--- src/hw/rtl/mmcal_pkg.sv ---
// mmcal_pkg: shared types and constants for the magnetometer min/max calibration block
// no dependencies; imported by magnetometer_minmax_calibration
package mmcal_pkg;

  // field and state widths
  localparam int unsigned SampleW = 16;
  localparam int unsigned GainW   = 8;
  localparam int unsigned ProdW   = SampleW + GainW + 1;   // signed sample * unsigned gain
  localparam int unsigned ExtW    = 26;                    // running extremes
  localparam int unsigned SpanW   = 25;                    // high - low, never negative
  localparam int unsigned NumW    = 31;                    // 100 * x span
  localparam int unsigned RemW    = SpanW + 1;             // divider partial remainder
  localparam int unsigned OffW    = 24;
  localparam int unsigned SumW    = ExtW + 1;
  localparam int unsigned DivCntW = $clog2(NumW);
  localparam int unsigned PaddrW  = 3;
  localparam int unsigned PdataW  = 32;

  // register map (index into the register list)
  localparam logic REG_GAIN = 1'b0;

  // reset values
  localparam logic [GainW-1:0]       GAIN_RESET = 8'd122;
  localparam logic signed [ExtW-1:0] LOW_RESET  = 26'sd100000;
  localparam logic signed [ExtW-1:0] HIGH_RESET = -26'sd100000;

  localparam logic [DivCntW-1:0] DIV_LAST = DivCntW'(NumW - 1);

  typedef enum logic [2:0] {
    ST_IDLE,
    ST_MUL,
    ST_UPD,
    ST_PREP,
    ST_DIV,
    ST_DONE
  } cal_state_t;

endpackage

--- src/hw/rtl/magnetometer_minmax_calibration.sv ---
// magnetometer_minmax_calibration: hard-iron min/max tracking, offsets and soft scale ratio
// depends on mmcal_pkg (types, widths, reset values)
//
//   channel | handshake            | payload
//   --------+----------------------+-------------------------------------------------
//   input   | in_valid / in_stall  | x_sample, y_sample
//   output  | out_valid / out_stall| scale_ratio, scale_valid, x_offset, y_offset
//   config  | apb psel/penable     | gain_hundredths at byte address 0
//
// a transaction runs from acceptance through the gain multiply, the extreme update and
// the span/offset prep, one state each, then the restoring divider (one quotient bit per
// cycle through a single subtractor), and ends by loading the output register once free.
// a zero y span skips the divider.
// in_stall is high from acceptance until the result sits in the output register, then low
// while idle until the next transaction is accepted. a result stalled downstream does not
// block acceptance of the next transaction; its result waits until the register is free.
// rst is synchronous: extremes go to +-100000, gain to 122, output register empties.
module magnetometer_minmax_calibration
  import mmcal_pkg::*;
(
  input  logic                      clk,
  input  logic                      rst,
  // input channel
  input  logic                      in_valid,
  output logic                      in_stall,
  input  logic signed [SampleW-1:0] x_sample,
  input  logic signed [SampleW-1:0] y_sample,
  // output channel
  output logic                      out_valid,
  input  logic                      out_stall,
  output logic [NumW-1:0]           scale_ratio,
  output logic                      scale_valid,
  output logic signed [OffW-1:0]    x_offset,
  output logic signed [OffW-1:0]    y_offset,
  // configuration port
  input  logic                      psel,
  input  logic                      penable,
  input  logic                      pwrite,
  input  logic [PaddrW-1:0]         paddr,
  input  logic [PdataW-1:0]         pwdata,
  output logic [PdataW-1:0]         prdata,
  output logic                      pready
);

  cal_state_t state, state_next;

  // control outputs of the sequencer
  logic accept;
  logic load_out;
  logic div_skip;

  // configuration
  logic [GainW-1:0] gain;

  // sample and product registers
  logic signed [SampleW-1:0] x_in, y_in;
  logic signed [ProdW-1:0]   x_prod, y_prod;

  // running extremes in hundredths
  logic signed [ExtW-1:0] x_low, x_high, y_low, y_high;
  logic signed [ExtW-1:0] x_ext, y_ext;

  // spans and offsets
  logic signed [ExtW:0]   x_span_full, y_span_full;
  logic [SpanW-1:0]       x_span, y_span;
  logic [NumW-1:0]        x_span_100;
  logic signed [OffW-1:0] x_off_calc, y_off_calc;
  logic signed [OffW-1:0] x_off, y_off;
  logic                   ratio_ok;

  // divider datapath
  logic [NumW-1:0]    num;
  logic [SpanW-1:0]   den;
  logic [RemW-1:0]    rem;
  logic [DivCntW-1:0] div_cnt;
  logic [RemW-1:0]    rem_shift;
  logic [RemW:0]      rem_diff;
  logic               rem_ge;

  // apb: always ready, one register
  assign pready = 1'b1;

  always_comb begin
    if (paddr[2] == REG_GAIN) begin
      prdata = PdataW'(gain);
    end else begin
      prdata = '0;
    end
  end

  always_ff @(posedge clk) begin
    if (rst) begin
      gain <= GAIN_RESET;
    end else if (psel && penable && pwrite && pready && (paddr[2] == REG_GAIN)) begin
      gain <= pwdata[GainW-1:0];
    end
  end

  // next state
  always_comb begin
    state_next = state;
    case (state)
      ST_IDLE: begin
        if (in_valid) state_next = ST_MUL;
      end
      ST_MUL:  state_next = ST_UPD;
      ST_UPD:  state_next = ST_PREP;
      ST_PREP: begin
        if (y_span == '0) state_next = ST_DONE;
        else state_next = ST_DIV;
      end
      ST_DIV: begin
        if (div_cnt == DIV_LAST) state_next = ST_DONE;
      end
      ST_DONE: begin
        if (!out_valid || !out_stall) state_next = ST_IDLE;
      end
      default: state_next = ST_IDLE;
    endcase
  end

  // sequencer outputs
  always_comb begin
    in_stall = 1'b1;
    accept   = 1'b0;
    load_out = 1'b0;
    div_skip = 1'b0;
    case (state)
      ST_IDLE: begin
        in_stall = 1'b0;
        accept   = in_valid;
      end
      ST_PREP: div_skip = (y_span == '0);
      ST_DONE: load_out = !out_valid || !out_stall;
      default: ;
    endcase
  end

  always_ff @(posedge clk) begin
    if (rst) begin
      state <= ST_IDLE;
    end else begin
      state <= state_next;
    end
  end

  // gain multiply: signed sample times unsigned gain
  always_ff @(posedge clk) begin
    if (accept) begin
      x_in <= x_sample;
      y_in <= y_sample;
    end
    if (state == ST_MUL) begin
      x_prod <= ProdW'(x_in) * ProdW'($signed({1'b0, gain}));
      y_prod <= ProdW'(y_in) * ProdW'($signed({1'b0, gain}));
    end
  end

  assign x_ext = ExtW'(x_prod);
  assign y_ext = ExtW'(y_prod);

  // extreme tracking
  always_ff @(posedge clk) begin
    if (rst) begin
      x_low  <= LOW_RESET;
      x_high <= HIGH_RESET;
      y_low  <= LOW_RESET;
      y_high <= HIGH_RESET;
    end else if (state == ST_UPD) begin
      if (x_ext < x_low)  x_low  <= x_ext;
      if (x_ext > x_high) x_high <= x_ext;
      if (y_ext < y_low)  y_low  <= y_ext;
      if (y_ext > y_high) y_high <= y_ext;
    end
  end

  // spans are never negative once a sample is in, so the low bits carry them
  assign x_span_full = (ExtW+1)'(x_high) - (ExtW+1)'(x_low);
  assign y_span_full = (ExtW+1)'(y_high) - (ExtW+1)'(y_low);
  assign x_span      = x_span_full[SpanW-1:0];
  assign y_span      = y_span_full[SpanW-1:0];

  // 100 = 64 + 32 + 4
  assign x_span_100 = (NumW'(x_span) << 6) + (NumW'(x_span) << 5) + (NumW'(x_span) << 2);

  // offset = -(high + low) / 2, halved toward zero
  function automatic logic signed [OffW-1:0] neg_half(
    input logic signed [ExtW-1:0] high,
    input logic signed [ExtW-1:0] low
  );
    logic signed [SumW-1:0] sum;
    logic signed [SumW-1:0] adj;
    logic signed [SumW-1:0] half;
    sum  = SumW'(high) + SumW'(low);
    adj  = sum + SumW'(sum[SumW-1]);
    half = adj >>> 1;
    return OffW'(-half);
  endfunction

  assign x_off_calc = neg_half(x_high, x_low);
  assign y_off_calc = neg_half(y_high, y_low);

  // one restoring divide step: shift in the next dividend bit, trial subtract
  assign rem_shift = {rem[RemW-2:0], num[NumW-1]};
  assign rem_diff  = {1'b0, rem_shift} - (RemW+1)'(den);
  assign rem_ge    = !rem_diff[RemW];

  always_ff @(posedge clk) begin
    if (state == ST_PREP) begin
      num      <= x_span_100;
      den      <= y_span;
      rem      <= '0;
      x_off    <= x_off_calc;
      y_off    <= y_off_calc;
      ratio_ok <= !div_skip;
    end else if (state == ST_DIV) begin
      // the dividend register fills with quotient bits from the bottom
      num <= {num[NumW-2:0], rem_ge};
      rem <= rem_ge ? rem_diff[RemW-1:0] : rem_shift;
    end
  end

  always_ff @(posedge clk) begin
    if (rst) begin
      div_cnt <= '0;
    end else if (state == ST_DIV) begin
      div_cnt <= div_cnt + 1'b1;
    end else begin
      div_cnt <= '0;
    end
  end

  // output register, parts the divider from the downstream stall
  always_ff @(posedge clk) begin
    if (rst) begin
      out_valid <= 1'b0;
    end else if (load_out) begin
      out_valid <= 1'b1;
    end else if (!out_stall) begin
      out_valid <= 1'b0;
    end
  end

  always_ff @(posedge clk) begin
    if (load_out) begin
      scale_ratio <= ratio_ok ? num : '0;
      scale_valid <= ratio_ok;
      x_offset    <= x_off;
      y_offset    <= y_off;
    end
  end

`ifndef SYNTHESIS
  // the divider never runs past its last quotient bit
  a_div_count: assert property (@(posedge clk) disable iff (rst)
    (state == ST_DIV) |-> (div_cnt <= DIV_LAST))
    else $error("divider step count out of range");

  // extremes are ordered once the update cycle has run
  a_extremes_ordered: assert property (@(posedge clk) disable iff (rst)
    (state == ST_PREP) |-> ((x_high >= x_low) && (y_high >= y_low)))
    else $error("running extremes out of order");

  // an invalid scale always comes out as zero
  a_invalid_zero: assert property (@(posedge clk) disable iff (rst)
    (out_valid && !scale_valid) |-> (scale_ratio == '0))
    else $error("invalid scale with nonzero ratio");

  // an accepted transaction starts the multiply next cycle
  a_accept_start: assert property (@(posedge clk) disable iff (rst)
    (in_valid && !in_stall) |=> (state == ST_MUL))
    else $error("accepted transaction did not start");
`endif

endmodule

--- config.mk ---
export PLATFORM = sky130hd
export DESIGN_NAME = magnetometer_minmax_calibration
export DESIGN_NICKNAME = d
export VERILOG_FILES = /design/src/hw/rtl/mmcal_pkg.sv /design/src/hw/rtl/magnetometer_minmax_calibration.sv
export SDC_FILE = /design/constraint.sdc
export NUM_CORES = 2
export LEC_CHECK = 0
export ABC_AREA = 1
export BUFFER_PORTS_ARGS = -buffer_cell sky130_fd_sc_hd__buf_2
export CAP_MARGIN = 25
export CORE_ASPECT_RATIO = 0.75
export CORE_UTILIZATION = 40
export CTS_CLUSTER_DIAMETER = 120
export DETAILED_ROUTE_END_ITERATION = 7
export GPL_TIMING_DRIVEN = 0
export HOLD_SLACK_MARGIN = 0.06
export SLEW_MARGIN = 10
export SYNTH_ARGS = -nofsm -noshare
export SYNTH_HDL_FRONTEND = slang
export SYNTH_SLANG_ARGS = --single-unit
--- constraint.sdc ---
create_clock -name clk -period 6.22 [get_ports clk]
set_input_delay 0.622 -clock clk [delete_from_list [all_inputs] [get_ports clk]]
set_output_delay 0.622 -clock clk [all_outputs]
set_load 0.005 [all_outputs]
==> results.sh <==
export IMPL_first_global_vias=29900
export IMPL_drt_antenna_violating_nets=0
export IMPL_drive_above_1_share_pct=9.61
export IMPL_whs_ns=0.192
export IMPL_die_area_sq_mm=0.0970
export IMPL_synth_cells=4990
export IMPL_h_tree_depth=2
export IMPL_finalCriticalPeriod_ns=5.76
export IMPL_syn_cell_area_sq_mm=0.0383
export IMPL_syn_area_per_cell_sq_um=7.67
export IMPL_dr_pass1_iters=6
export IMPL_viasPerCell=4.91
export IMPL_cts_made_buffers=44
export IMPL_worst_pin_slew_ns=0.953
export IMPL_synthFlopType="edfxtp_1"
export IMPL_synth_edf_count=267
export IMPL_cp_data_required_time_ns=6.66
export IMPL_final_nets=5868
export IMPL_synth_xor_area_share_pct=3.84
export IMPL_outcome="finished, final reports clean"
export IMPL_rows=97
export IMPL_end_kind="flip-flop"
export IMPL_die_h_microns=270
export IMPL_wl_mm=102
export IMPL_synth_common_cells="nand2_1, inv_1, ha_1"
export IMPL_grt_max_degree=38
export IMPL_fin_skew_ns=0.0281
export IMPL_synth_warnings=0
export IMPL_hold_buffers=0
export IMPL_layout_area_overhead_vs_synth_pct=10.6
export IMPL_ioPinCount=189
export IMPL_yosys_area_top_type="edfxtp_1"
export IMPL_maxCapViolCount=0
export IMPL_slew_viol_final=0
export IMPL_fin_area_sq_mm=0.0424
export IMPL_report_final_hold_viol_count=0
export IMPL_wl_per_cell_microns=15.8
export IMPL_dpl_hpwl_mm=85.4
export IMPL_critPathMaxFanout=10
export IMPL_synth_fa_ha_area_share_pct=23.6
export IMPL_hp_class="in -> reg"
export IMPL_cts_root_buffer="clkbuf_16"
export IMPL_die_w_microns=359
export IMPL_place_inst=6399
export IMPL_finalSetupViolations=0
export IMPL_grt_pass1_wl_mm=163
export IMPL_grt_overflow=0
export IMPL_cts_tree="built"
export IMPL_synth_top_area_share_pct=20.9
export IMPL_clock_latency_ns=0.61
export IMPL_finalCritPeriodShare_pct=92.7
export IMPL_antenna_found_initial=5
export IMPL_start_kind="flip-flop"
export IMPL_synthMostInstantiatedCell="nand2_1"
export IMPL_crit_arrival_ns=6.20
export IMPL_globalplace_congestion=0.958
export IMPL_grt_usage_pct=20.9
export IMPL_fp_coreArea_sq_mm=0.0941
export IMPL_synth_mux_area_share_pct=0
export IMPL_fmax_mhz=173
export IMPL_drt_iter0_drc=2522
export IMPL_start_util_pct=40.7
export IMPL_io_buffer_count=135
export IMPL_yosys_top_cells_area="edfxtp_1, ha_1, fa_1"
export IMPL_critical_path_class="reg -> reg"
export IMPL_clkSinkCount=409
export IMPL_ys_ff_latch=409
export IMPL_clk_path_buf_depth=3
export IMPL_yosysSeqAreaShare_pct=28.4
export IMPL_dpl_cell_area_sq_mm=0.0408
export IMPL_maxSlewHeadroom_pct=35.8
export IMPL_final_cells=6484
export IMPL_path_clk_slew_ns=0.06
export IMPL_drc_errors=0
export IMPL_synth_top_family_by_area="adder cells"
export IMPL_vias=31900
export IMPL_rsz0062_at_grt="false"
export IMPL_synth_compound_area_share_pct=9.26
export IMPL_synthSimpleGateAreaFrac_pct=22.5
export IMPL_async_reset_ff_share_pct=0
export IMPL_yosysUniqueCellTypes=64
repair_timing:
| item | 4_1_cts | 5_1_grt |
|---|---|---|
| endpoints found under the hold margin | 0 | 0 |
| setup endpoints to repair | 2 | 10 |
| setup buffers | 0 | 0 |
| resized for setup | 2 | 34 |
| pin swaps | 0 | 0 |
layout by cell type, fill, tap and decap left out, types with 76 or more instances in the layout:
master    count
a21oi_1     304
buf_2       151
clkbuf_1     76
dfxtp_1     142
edfxtp_1    267
fa_1        225
ha_1        361
inv_1      1003
nand2_1    1186
nand3_1     222
nor2_1      281
o21ai_0     196
xor2_1      113
registers in the layout (all words and copies together), names as in the netlist, 8 cells and up:
signal / flops
num: 31
scale_ratio: 31
den: 25
rem: 25
x_high: 25
x_low: 25
x_prod: 25
y_high: 25
y_low: 25
y_prod: 25
x_off: 24
x_offset: 24
y_off: 24
y_offset: 24
x_in: 16
y_in: 16
gain: 8
worst max-delay path, cell delays in order (launching register included):
cell and delay (ns):
dfxtp_1 0.29, clkbuf_2 0.20, clkbuf_1 0.33, nand2_1 0.13
inv_1 0.06, fa_1 0.52, inv_1 0.05, fa_1 0.47
inv_1 0.06, fa_1 0.56, inv_1 0.06, fa_1 0.53
inv_1 0.04, ha_1 0.36, a21o_1 0.22, a31oi_1 0.21
o21ai_0 0.16, a21boi_0 0.31, o21ai_0 0.18, a21boi_0 0.29
o21ai_0 0.19, a21oi_1 0.18, xor2_1 0.20
cells by family after synthesis:
| family | after synthesis |
|---|---|
| AND/OR/NAND/NOR | 1982 |
| buffers and inverters | 1204 |
| AO/OA/AOI/OAI | 641 |
| adder cells (fa/ha/maj) | 586 |
| flip-flops | 409 |
| XOR/XNOR | 166 |
| other | 2 |
stage by stage:
stage / util [%] / TNS, ns / worst slack, ns
finish: 45.0 / 0 / 0.456
global route: 45.0 / 0 / 0.0374
CTS: 45.0 / 0 / 0.00473
detailed placement: 43.4 / -0.138 / -0.138
global placement: 43.2 / -47.70 / -0.605
floorplan: - / 0 / 1.07
layout make-up:
type	count	area [sq um]
Antenna cell	3	7.51
Buffer	172	908
Clock buffer	56	1200
Clock inverter	26	298
Fill cell	9457	51700
Inverter	1032	3880
Multi-Input combinational cell	3400	22800
Sequential cell	409	10900
Tap cell	1237	1550
Timing Repair Buffer	149	883
layer usage:
layer	routed length (microns)	GRT usage (%)	part of all wire, %	up-vias
met2	37500	27.8	37	1059
met4	1460	3.64	1.4	4
met5	148	0.980	0.14	-
li1	-	-	-	16100
met1	53500	33.7	52	14600
met3	9570	4.65	9.4	87
worst paths after layout:
check                            startpoint           end  slack (ns)  depth (start not counted)
worst max-delay path                gain[5]    x_prod[21]        0.46                         22
worst min-delay path            y_sample[2]       y_in[2]        0.19                          1
worst max register to register      gain[5]    x_prod[21]        0.46                         22
worst min register to register    y_off[22]  y_offset[22]        0.41                          0
Power is not shown: default switching activity piles up to over one toggle a cycle in this logic, so the estimate is an artifact.
